===== config.mk =====
export PLATFORM = sky130hd
export DESIGN_NAME = vector_xy_line_interpolator_flat
export DESIGN_NICKNAME = d
export VERILOG_FILES = /design/src/hw/rtl/vxy_pkg.sv /design/src/hw/rtl/vxy_in_if.sv /design/src/hw/rtl/vxy_out_if.sv /design/src/hw/rtl/vxy_div_unit.sv /design/src/hw/rtl/vector_xy_line_interpolator.sv /design/src/flat_wrapper.sv
export VERILOG_INCLUDE_DIRS = /design/src /design/src/hw/rtl
export SDC_FILE = /design/constraint.sdc
export NUM_CORES = 1
export LEC_CHECK = 0
export BUFFER_PORTS_ARGS = -buffer_cell sky130_fd_sc_hd__buf_2
export CAP_MARGIN = 20
export CORE_ASPECT_RATIO = 1.75
export CORE_MARGIN = 3
export CORE_UTILIZATION = 40
export DETAILED_ROUTE_END_ITERATION = 10
export PLACE_DENSITY = 0.68
export SLEW_MARGIN = 15
export SYNTH_ARGS = -nofsm -noshare
export SYNTH_HDL_FRONTEND = slang
export SYNTH_SLANG_ARGS = --single-unit
export TNS_END_PERCENT = 5

===== constraint.sdc =====
create_clock -name clk -period 17.6 [get_ports clk]
set_clock_uncertainty 0.05 [all_clocks]
set_input_delay 1.76 -clock clk [delete_from_list [all_inputs] [get_ports clk]]
set_output_delay 1.76 -clock clk [all_outputs]
set_load 0.005 [all_outputs]

===== src/hw/rtl/assert_macros.svh =====
// Assertion helpers shared by the RTL. The enclosing module must have clk and rst_n.
`ifndef ASSERT_MACROS_SVH
`define ASSERT_MACROS_SVH

// Checks a property on every rising clock edge outside reset.
`define VXY_ASSERT(lbl, prop, msg) \
    lbl: assert property (@(posedge clk) disable iff (!rst_n) prop) else $error(msg);

// Checks that a condition never holds on a rising clock edge outside reset.
`define VXY_ASSERT_NEVER(lbl, expr, msg) \
    lbl: assert property (@(posedge clk) disable iff (!rst_n) !(expr)) else $error(msg);

`endif


===== src/hw/rtl/vxy_pkg.sv =====
`timescale 1ns / 1ps
`default_nettype none

package vxy_pkg;

    localparam int DAC_BITS    = 10;
    localparam int COORD_W     = 12;
    localparam int STEPS_W     = 7;
    localparam int WORD_W      = 16;
    localparam int CFG_INDEX_W = 1;

    localparam logic [WORD_W-1:0]  CMD_CHAN_A       = 16'h3000;
    localparam logic [WORD_W-1:0]  CMD_CHAN_B       = 16'hB000;
    localparam logic [STEPS_W-1:0] DRAW_STEPS_RESET = 7'd18;
    localparam logic [STEPS_W-1:0] MOVE_STEPS_RESET = 7'd1;

    typedef logic [DAC_BITS-1:0] coord_t;

    typedef enum logic [CFG_INDEX_W-1:0] {
        REG_DRAW_STEPS = 1'b0,
        REG_MOVE_STEPS = 1'b1
    } cfg_reg_t;

    typedef enum logic [2:0] {
        ST_IDLE,
        ST_START_X,
        ST_DIV_X,
        ST_START_Y,
        ST_DIV_Y,
        ST_EMIT
    } state_t;

    // Negative values go to zero and values above full scale go to full scale.
    function automatic coord_t clamp_coord(input logic signed [COORD_W-1:0] v);
        coord_t r;
        if (v[COORD_W-1])
        begin
            r = '0;
        end
        else if (v[COORD_W-2:DAC_BITS] != '0)
        begin
            r = '1;
        end
        else
        begin
            r = v[DAC_BITS-1:0];
        end
        return r;
    endfunction

    function automatic logic [WORD_W-1:0] dac_word(input logic [WORD_W-1:0] cmd,
                                                   input coord_t v);
        return cmd | WORD_W'({v, 2'b00});
    endfunction

endpackage

`default_nettype wire


===== src/hw/rtl/vxy_in_if.sv =====
`timescale 1ns / 1ps
`default_nettype none

interface vxy_in_if;
    logic                                    valid;
    logic                                    ready;
    logic signed [vxy_pkg::COORD_W-1:0]      target_x;
    logic signed [vxy_pkg::COORD_W-1:0]      target_y;
    logic                                    pen_down;
    logic                                    forget_position;

    modport source (output valid, target_x, target_y, pen_down, forget_position,
                    input ready);
    modport sink (input valid, target_x, target_y, pen_down, forget_position,
                  output ready);
endinterface

`default_nettype wire


===== src/hw/rtl/vxy_out_if.sv =====
`timescale 1ns / 1ps
`default_nettype none

interface vxy_out_if;
    logic                          valid;
    logic                          ready;
    logic [vxy_pkg::DAC_BITS-1:0]  dac_x;
    logic [vxy_pkg::DAC_BITS-1:0]  dac_y;
    logic [vxy_pkg::WORD_W-1:0]    word_a;
    logic [vxy_pkg::WORD_W-1:0]    word_b;
    logic                          last;

    modport source (output valid, dac_x, dac_y, word_a, word_b, last, input ready);
    modport sink (input valid, dac_x, dac_y, word_a, word_b, last, output ready);
endinterface

`default_nettype wire


===== src/hw/rtl/vxy_div_unit.sv =====
`timescale 1ns / 1ps
`default_nettype none

// Restoring divider, one quotient bit per cycle. The divisor must be nonzero.
module vxy_div_unit #(
    parameter int DVD_W = 10,
    parameter int DVS_W = 7
) (
    input  wire logic             clk,
    input  wire logic             rst_n,
    input  wire logic             start,
    input  wire logic [DVD_W-1:0] dividend,
    input  wire logic [DVS_W-1:0] divisor,
    output logic      [DVD_W-1:0] quotient,
    output logic      [DVS_W-1:0] remainder,
    output logic                  done
);

    localparam int CNT_W = (DVD_W > 1) ? $clog2(DVD_W) : 1;

    logic [DVS_W-1:0] rem_reg;
    logic [DVD_W-1:0] quo_reg;
    logic [DVS_W-1:0] dvs_reg;
    logic [CNT_W-1:0] cnt_reg;
    logic             busy_reg;
    logic             done_reg;

    logic [DVS_W:0]   shifted;
    logic [DVS_W:0]   diff;
    logic             fits;

    assign shifted = {rem_reg, quo_reg[DVD_W-1]};
    assign fits    = shifted >= {1'b0, dvs_reg};
    assign diff    = shifted - {1'b0, dvs_reg};

    always_ff @(posedge clk or negedge rst_n)
    begin
        if (!rst_n)
        begin
            busy_reg <= 1'b0;
            done_reg <= 1'b0;
            cnt_reg  <= '0;
        end
        else
        begin
            done_reg <= 1'b0;
            if (start)
            begin
                busy_reg <= 1'b1;
                cnt_reg  <= CNT_W'(DVD_W - 1);
            end
            else if (busy_reg)
            begin
                if (cnt_reg == '0)
                begin
                    busy_reg <= 1'b0;
                    done_reg <= 1'b1;
                end
                else
                begin
                    cnt_reg <= cnt_reg - CNT_W'(1);
                end
            end
        end
    end

    // The dividend shifts out of the top of quo_reg as quotient bits shift in.
    always_ff @(posedge clk)
    begin
        if (start)
        begin
            rem_reg <= '0;
            quo_reg <= dividend;
            dvs_reg <= divisor;
        end
        else if (busy_reg)
        begin
            rem_reg <= fits ? diff[DVS_W-1:0] : shifted[DVS_W-1:0];
            quo_reg <= {quo_reg[DVD_W-2:0], fits};
        end
    end

    assign quotient  = quo_reg;
    assign remainder = rem_reg;
    assign done      = done_reg;

endmodule

`default_nettype wire


===== src/hw/rtl/vector_xy_line_interpolator.sv =====
// Sequence: after an item transfers, the serial divider runs for X and then for Y, then points leave.
// Items are taken only in ST_IDLE; points follow one per cycle while point.ready allows.
// The shared serial divider, run once per axis, sets the setup time of each item.
// Reset (rst_n, async, active low): position (0,0) unknown, draw_steps 18, move_steps 1.
`timescale 1ns / 1ps
`default_nettype none
`include "assert_macros.svh"

module vector_xy_line_interpolator #(
    parameter int MAX_STEPS = 64
) (
    input  wire logic                                clk,
    input  wire logic                                rst_n,
    input  wire logic                                cfg_we,
    input  wire logic [vxy_pkg::CFG_INDEX_W-1:0]     cfg_index,
    input  wire logic [vxy_pkg::STEPS_W-1:0]         cfg_data,
    vxy_in_if.sink                                   target,
    vxy_out_if.source                                point
);

    localparam int STEP_W = $clog2(MAX_STEPS + 1);
    localparam int DB     = vxy_pkg::DAC_BITS;

    vxy_pkg::state_t state_reg, state_next;

    logic [vxy_pkg::STEPS_W-1:0] draw_steps_reg, move_steps_reg;
    logic [DB-1:0]     pos_x_reg, pos_y_reg;
    logic              known_reg;
    logic [DB-1:0]     start_x_reg, start_y_reg;
    logic [DB-1:0]     mag_x_reg, mag_y_reg;
    logic              neg_x_reg, neg_y_reg;
    logic [STEP_W-1:0] n_reg, k_reg;
    logic [DB-1:0]     q0x_reg, q0y_reg, qx_reg, qy_reg;
    logic [STEP_W-1:0] r0x_reg, r0y_reg, rx_reg, ry_reg;
    logic              out_valid_reg;
    logic [DB-1:0]     dac_x_reg, dac_y_reg;
    logic              last_reg;

    logic              in_xfer;
    logic              div_start, div_done, cap_x, cap_y, emit_go;
    logic [DB-1:0]     div_dividend;
    logic [DB-1:0]     div_quo;
    logic [STEP_W-1:0] div_rem;

    // Input side.
    logic [DB-1:0]     tx, ty;
    logic signed [DB:0] dx, dy;
    logic [DB:0]       dx_abs, dy_abs;
    logic              known_eff;
    logic [vxy_pkg::STEPS_W-1:0] steps_raw;
    logic [STEP_W-1:0] steps_lim, n_in;

    assign in_xfer   = target.valid & target.ready;
    assign tx        = vxy_pkg::clamp_coord(target.target_x);
    assign ty        = vxy_pkg::clamp_coord(target.target_y);
    assign dx        = $signed({1'b0, tx}) - $signed({1'b0, pos_x_reg});
    assign dy        = $signed({1'b0, ty}) - $signed({1'b0, pos_y_reg});
    assign dx_abs    = dx[DB] ? (DB + 1)'(-dx) : dx;
    assign dy_abs    = dy[DB] ? (DB + 1)'(-dy) : dy;
    assign known_eff = known_reg & ~target.forget_position;
    assign steps_raw = target.pen_down ? draw_steps_reg : move_steps_reg;

    always_comb
    begin
        priority if (steps_raw == '0)
        begin
            steps_lim = STEP_W'(1);
        end
        else if (32'(steps_raw) > 32'(MAX_STEPS))
        begin
            steps_lim = STEP_W'(MAX_STEPS);
        end
        else
        begin
            steps_lim = STEP_W'(steps_raw);
        end
    end

    // A single step from the old position lands on the target, which covers a
    // move whose start is unknown.
    assign n_in = (!target.pen_down && !known_eff) ? STEP_W'(1) : steps_lim;

    // Per-point accumulation of |d|*k/n as quotient and remainder.
    logic [STEP_W:0]   rsx, rsy, rsx_sub, rsy_sub;
    logic              wrap_x, wrap_y;
    logic [STEP_W-1:0] rx_new, ry_new, k_new;
    logic [DB-1:0]     qx_new, qy_new, px, py;
    logic              k_last;

    assign rsx     = {1'b0, rx_reg} + {1'b0, r0x_reg};
    assign rsy     = {1'b0, ry_reg} + {1'b0, r0y_reg};
    assign wrap_x  = rsx >= {1'b0, n_reg};
    assign wrap_y  = rsy >= {1'b0, n_reg};
    assign rsx_sub = rsx - {1'b0, n_reg};
    assign rsy_sub = rsy - {1'b0, n_reg};
    assign rx_new  = wrap_x ? rsx_sub[STEP_W-1:0] : rsx[STEP_W-1:0];
    assign ry_new  = wrap_y ? rsy_sub[STEP_W-1:0] : rsy[STEP_W-1:0];
    assign qx_new  = qx_reg + q0x_reg + DB'(wrap_x);
    assign qy_new  = qy_reg + q0y_reg + DB'(wrap_y);
    assign px      = neg_x_reg ? start_x_reg - qx_new : start_x_reg + qx_new;
    assign py      = neg_y_reg ? start_y_reg - qy_new : start_y_reg + qy_new;
    assign k_new   = k_reg + STEP_W'(1);
    assign k_last  = k_new == n_reg;

    vxy_div_unit #(
        .DVD_W (DB),
        .DVS_W (STEP_W)
    ) u_div (
        .clk       (clk),
        .rst_n     (rst_n),
        .start     (div_start),
        .dividend  (div_dividend),
        .divisor   (n_reg),
        .quotient  (div_quo),
        .remainder (div_rem),
        .done      (div_done)
    );

    // Sequencer outputs.
    always_comb
    begin
        target.ready = state_reg == vxy_pkg::ST_IDLE;
        div_start    = (state_reg == vxy_pkg::ST_START_X) ||
                       (state_reg == vxy_pkg::ST_START_Y);
        div_dividend = (state_reg == vxy_pkg::ST_START_X) ? mag_x_reg : mag_y_reg;
        cap_x        = (state_reg == vxy_pkg::ST_DIV_X) && div_done;
        cap_y        = (state_reg == vxy_pkg::ST_DIV_Y) && div_done;
        emit_go      = (state_reg == vxy_pkg::ST_EMIT) && (!out_valid_reg || point.ready);
    end

    // Sequencer next state.
    always_comb
    begin
        state_next = state_reg;
        unique case (state_reg)
            vxy_pkg::ST_IDLE:
            begin
                if (in_xfer)
                begin
                    state_next = vxy_pkg::ST_START_X;
                end
            end
            vxy_pkg::ST_START_X: state_next = vxy_pkg::ST_DIV_X;
            vxy_pkg::ST_DIV_X:
            begin
                if (div_done)
                begin
                    state_next = vxy_pkg::ST_START_Y;
                end
            end
            vxy_pkg::ST_START_Y: state_next = vxy_pkg::ST_DIV_Y;
            vxy_pkg::ST_DIV_Y:
            begin
                if (div_done)
                begin
                    state_next = vxy_pkg::ST_EMIT;
                end
            end
            vxy_pkg::ST_EMIT:
            begin
                if (emit_go && k_last)
                begin
                    state_next = vxy_pkg::ST_IDLE;
                end
            end
            default: state_next = vxy_pkg::ST_IDLE;
        endcase
    end

    always_ff @(posedge clk or negedge rst_n)
    begin
        if (!rst_n)
        begin
            state_reg      <= vxy_pkg::ST_IDLE;
            draw_steps_reg <= vxy_pkg::DRAW_STEPS_RESET;
            move_steps_reg <= vxy_pkg::MOVE_STEPS_RESET;
            pos_x_reg      <= '0;
            pos_y_reg      <= '0;
            known_reg      <= 1'b0;
            out_valid_reg  <= 1'b0;
        end
        else
        begin
            state_reg <= state_next;
            if (cfg_we)
            begin
                unique case (vxy_pkg::cfg_reg_t'(cfg_index))
                    vxy_pkg::REG_DRAW_STEPS: draw_steps_reg <= cfg_data;
                    vxy_pkg::REG_MOVE_STEPS: move_steps_reg <= cfg_data;
                endcase
            end
            if (in_xfer)
            begin
                pos_x_reg <= tx;
                pos_y_reg <= ty;
                known_reg <= 1'b1;
            end
            if (emit_go)
            begin
                out_valid_reg <= 1'b1;
            end
            else if (point.ready)
            begin
                out_valid_reg <= 1'b0;
            end
        end
    end

    always_ff @(posedge clk)
    begin
        if (in_xfer)
        begin
            start_x_reg <= pos_x_reg;
            start_y_reg <= pos_y_reg;
            mag_x_reg   <= dx_abs[DB-1:0];
            mag_y_reg   <= dy_abs[DB-1:0];
            neg_x_reg   <= dx[DB];
            neg_y_reg   <= dy[DB];
            n_reg       <= n_in;
            k_reg       <= '0;
            qx_reg      <= '0;
            qy_reg      <= '0;
            rx_reg      <= '0;
            ry_reg      <= '0;
        end
        if (cap_x)
        begin
            q0x_reg <= div_quo;
            r0x_reg <= div_rem;
        end
        if (cap_y)
        begin
            q0y_reg <= div_quo;
            r0y_reg <= div_rem;
        end
        if (emit_go)
        begin
            k_reg     <= k_new;
            qx_reg    <= qx_new;
            qy_reg    <= qy_new;
            rx_reg    <= rx_new;
            ry_reg    <= ry_new;
            dac_x_reg <= px;
            dac_y_reg <= py;
            last_reg  <= k_last;
        end
    end

    assign point.valid  = out_valid_reg;
    assign point.dac_x  = dac_x_reg;
    assign point.dac_y  = dac_y_reg;
    assign point.word_a = vxy_pkg::dac_word(vxy_pkg::CMD_CHAN_A, dac_x_reg);
    assign point.word_b = vxy_pkg::dac_word(vxy_pkg::CMD_CHAN_B, dac_y_reg);
    assign point.last   = last_reg;

    `VXY_ASSERT(a_step_below_count, (state_reg == vxy_pkg::ST_EMIT) |-> (k_reg < n_reg), "step index reached the step count while emitting")
    `VXY_ASSERT(a_rem_below_count, (state_reg == vxy_pkg::ST_EMIT) |-> (rx_reg < n_reg && ry_reg < n_reg), "running remainder not below the step count")
    `VXY_ASSERT(a_last_ends_item, (emit_go && k_last) |=> (state_reg == vxy_pkg::ST_IDLE && point.valid && point.last), "final point did not end the item")
    `VXY_ASSERT_NEVER(a_done_in_div, div_done && state_reg != vxy_pkg::ST_DIV_X && state_reg != vxy_pkg::ST_DIV_Y, "divider finished outside a divide state")

endmodule

`default_nettype wire

===== src/flat_wrapper.sv =====
// flat-port wrapper written by rule: the top's interface ports become plain ports
module vector_xy_line_interpolator_flat 
#(
    parameter int MAX_STEPS = 64
)
  (clk, rst_n, cfg_we, cfg_index, cfg_data, target_valid, target_target_x, target_target_y, target_pen_down, target_forget_position, target_ready, point_valid, point_dac_x, point_dac_y, point_word_a, point_word_b, point_last, point_ready);
  vxy_in_if target_i ();
  vxy_out_if point_i ();
  input  wire logic clk;
  input  wire logic rst_n;
  input  wire logic cfg_we;
  input  wire logic [vxy_pkg::CFG_INDEX_W-1:0] cfg_index;
  input  wire logic [vxy_pkg::STEPS_W-1:0] cfg_data;
  input wire logic [$bits(target_i.valid)-1:0] target_valid;
  input wire logic [$bits(target_i.target_x)-1:0] target_target_x;
  input wire logic [$bits(target_i.target_y)-1:0] target_target_y;
  input wire logic [$bits(target_i.pen_down)-1:0] target_pen_down;
  input wire logic [$bits(target_i.forget_position)-1:0] target_forget_position;
  output wire logic [$bits(target_i.ready)-1:0] target_ready;
  output wire logic [$bits(point_i.valid)-1:0] point_valid;
  output wire logic [$bits(point_i.dac_x)-1:0] point_dac_x;
  output wire logic [$bits(point_i.dac_y)-1:0] point_dac_y;
  output wire logic [$bits(point_i.word_a)-1:0] point_word_a;
  output wire logic [$bits(point_i.word_b)-1:0] point_word_b;
  output wire logic [$bits(point_i.last)-1:0] point_last;
  input wire logic [$bits(point_i.ready)-1:0] point_ready;
  assign target_i.valid = target_valid;
  assign target_i.target_x = target_target_x;
  assign target_i.target_y = target_target_y;
  assign target_i.pen_down = target_pen_down;
  assign target_i.forget_position = target_forget_position;
  assign target_ready = target_i.ready;
  assign point_valid = point_i.valid;
  assign point_dac_x = point_i.dac_x;
  assign point_dac_y = point_i.dac_y;
  assign point_word_a = point_i.word_a;
  assign point_word_b = point_i.word_b;
  assign point_last = point_i.last;
  assign point_i.ready = point_ready;
  vector_xy_line_interpolator #(.MAX_STEPS(MAX_STEPS)) u_core (.clk(clk), .rst_n(rst_n), .cfg_we(cfg_we), .cfg_index(cfg_index), .cfg_data(cfg_data), .target(target_i), .point(point_i));
endmodule

==> qor.yml <==
status:
  status: "completed"
yosys:
  yosys_warnings: 0
  synth_ff_type: "edfxtp_1"
  ys_seq_area_share_pct: 48.1
  synthArstFlopShare_pct: 21.0
  syn_inst: 1164
  synth.distinct_cells: 73
  netlist_area_mm2: 0.0128
  synth-seq-cells: 214
  synth_edf_count: 162
  syn_avg_cell_area_um2: 11.0
sta:
  max_slew_margin_pct: 29.0
  min_period_ns: 6.43
  tightest_slew_ns: 1.06
  fin_ws_ns: 11.17
  finalHoldViolCount: 0
  setup_viol: 0
  rsz0062_at_grt: "no"
  tns_ns: 0
  fmax_mhz: 156
  fin_crit_sh_pct: 36.5
  slew_viol_final: 0
drt:
  vias: 8594
  vias_per_cell: 5.27
  antenna_left: 0
  drc: 0
  wl_per_cell_um: 16.7
  routed_wl_mm: 27.3
  drt_iter0_markers: 346
  first_pass_iters: 4
floorplanning:
  fp.dieW_um: 141
  io_pins: 94
  dieHeight_um: 242
  num_rows: 85
  initial_core_util_pct: 41.1
  coreArea_mm2: 0.0311
  die-area_mm2: 0.0342
setup_path:
  arrival_ns: 6.63
  rr_startpoint: "u_core.rx_reg[0]$_SDFFCE_PN0P_"
  crit_path_frequent_cell: "a21oi_1"
  reg2reg_depth: 26
  cp.required_ns: 17.80
  rr_endpoint: "u_core.point.dac_x[9]$_DFFE_PP_"
  max_stage_delay_ns: 0.53
  crit_slowest_cell: "o221ai_2"
  criticalPathCategory: "register to register"
  crit_path_start_kind: "register"
  endpoint_kind: "register"
  crit_fanout: 10
  r2r_slack_ns: 11.17
clock_tree:
  cts_buffers: 20
  cts.sinks: 214
  hold_buffers: 0
  clk_latency_ns: 0.50
  h-tree-depth: 1
  post_cts_buffers: 0
  path_clk_slew_ns: 0.07
  cts-root-buf: "clkbuf_16"
  cts_resized: 0
  clockBufferDepth: 3
  cts_tree: "done"
power:
  p_total_mw: 2.93
  ir_worst_vdd_mv: 0.0974
  p_leak_nw: 5.81
  powerDensity_mw_per_mm2: 208
finish:
  fill_cells: 2861
  nets: 1372
  layout-drive-gt1-share_pct: 14.4
  fin_area_mm2: 0.0141
  areaGrowthSynthToFinish_pct: 10.6
global_route:
  grt_pass1_vias: 8860
  antenna_found_initial: 0
  grt_pass1_wl_mm: 44.3
  grt.overflow.total: 0
  grt_usage_pct: 16.0
  grt_max_degree: 51
job:
  cap_violations: 0
worst_hold_path:
  min_path_cells: 0
  worst_hold_path_type: "register to register"
  worstHoldEndpoint: "u_core.u_div.dvs_reg[2]$_DFFE_PN_"
  min_from: "u_core.n_reg[2]$_SDFFCE_PP0P_"
place:
  post_dp_cell_area_mm2: 0.0134
  dp_hpwl_mm: 20.8
  place_congestion: 0.861
  portBuffers: 81
  dp_worst_setup_slack_ns: 11.19
## power breakdown
| part | internal, mW | leakage (nW) | switching, mW | total [mW] |
|---|---|---|---|---|
| clock | 0.267 | 0.342 | 0.193 | 0.460 |
| combinational | 0.672 | 3.34 | 0.869 | 1.54 |
| sequential | 0.811 | 2.13 | 0.116 | 0.927 |
| total | 1.75 | 5.81 | 1.18 | 2.93 |
## cells by family (layout without fill, tap and decap cells)
group / Yosys count / in the layout / synth area share, %
compound gates: 209 / 209 / 10.8
xor+xnor: 112 / 112 / 7.97
fa+ha+maj: 107 / 107 / 11.1
buf+inv: 143 / 209 / 5.26
flops: 214 / 214 / 48.1
mux: 57 / 57 / 4.81
other cells: 2 / 13 / 0.0589
simple gates: 320 / 320 / 11.9
## per-stage QoR
| step | instances | util [%] | hold slack, ns |
|---|---|---|---|
| detailed placement | 1594 | 43.1 | 0.392 |
| global route | 1631 | 45.4 | 0.422 |
| finish | 1632 | 45.4 | 0.410 |
| floorplan | 1174 | - | 0.376 |
| CTS | 1630 | 45.4 | 0.407 |
| global placement | 1594 | 43.1 | 0.384 |
## area by class of cell
class	count	area (um2)	area share, %
Timing Repair Buffer	88	455	3.23
Inverter	85	319	2.26
Antenna cell	1	2.50	0.0177
Multi-Input combinational cell	817	6000	42.6
Sequential cell	214	6130	43.5
Clock buffer	27	589	4.18
Tap cell	391	489	3.47
Clock inverter	9	109	0.772
## cells in the mapped netlist, drive strengths merged (5+ instances only)
library cell  number  area, um2
edfxtp           162       4860
nor2             132        495
ha                96       1200
inv               85        319
xnor2             74        656
nand2             72        270
o21ai             54        274
a21oi             52        264
dfrtp             42       1050
buf               39        280
xor2              36        315
mux2              34        383
mux2i             23        230
nor2b             22        145
nor3              21        105
clkbuf            19       71.3
a211oi            16        120
a21o              14        105
nand3             14       70.1
o21bai            14        105
o21a              13       97.6
fa                11        220
and2               8       50.1
a31oi              7       43.8
dfxtp              7        140
nand2b             7       43.8
a21boi             6       45.0
and3               6       37.5
o31ai              6       45.0
or3                6       37.5
nand3b             5       50.1
o211ai             5       37.5
## critical path: cells and delay by family, from the launching register on
kind | cells | cell delay, ns
AND/OR/NAND/NOR | 4 | 0.74
buffers and inverters | 2 | 0.26
AO/OA/AOI/OAI | 12 | 2.40
adder cells (fa/ha/maj) | 5 | 1.74
flip-flops | 1 | 0.37
XOR/XNOR | 3 | 0.58
## cells in the final DEF (no fill, tap or decap), types with 11 or more instances in the layout
| cell | n |
|---|---|
| a21oi_1 | 51 |
| inv_1 | 84 |
| edfxtp_1 | 162 |
| nand3_1 | 14 |
| ha_1 | 96 |
| mux2i_1 | 23 |
| conb_1 | 12 |
| mux2_2 | 34 |
| xnor2_1 | 73 |
| o21bai_1 | 14 |
| nor3_1 | 21 |
| nand2_1 | 72 |
| fa_1 | 11 |
| nor2b_1 | 21 |
| dfrtp_1 | 42 |
| a21o_1 | 14 |
| clkbuf_16 | 22 |
| o21ai_0 | 52 |
| buf_2 | 82 |
| a211oi_1 | 16 |
| xor2_1 | 36 |
| nor2_1 | 132 |
| o21a_1 | 13 |
## how the worst max path moves through the flow
stage | startpoint | end | slack, ns | cells after the start
CTS | u_core.ry_reg[0]$_SDFFCE_PN0P_ | u_core.point.dac_y[9]$_DFFE_PP_ | 11.15 | 25
finish | u_core.rx_reg[0]$_SDFFCE_PN0P_ | u_core.point.dac_x[9]$_DFFE_PP_ | 11.17 | 26
global placement | u_core.rx_reg[0]$_SDFFCE_PN0P_ | u_core.point.dac_x[9]$_DFFE_PP_ | 11.34 | 26
global route | u_core.rx_reg[0]$_SDFFCE_PN0P_ | u_core.point.dac_x[9]$_DFFE_PP_ | 10.56 | 26
detailed placement | u_core.ry_reg[0]$_SDFFCE_PN0P_ | u_core.point.dac_y[9]$_DFFE_PP_ | 11.19 | 25
floorplan | u_core.ry_reg[0]$_SDFFCE_PN0P_ | u_core.point.dac_y[9]$_DFFE_PP_ | 11.88 | 25
## per-layer routing
metal / wire, um / global-route usage [%]
met1: 10400 / 17.1
met2: 15000 / 31.0
met3: 827 / 1.58
met4: 1030 / 7.19
met5: 0 / 0
Note: power is estimated with default switching activity, not from simulation.
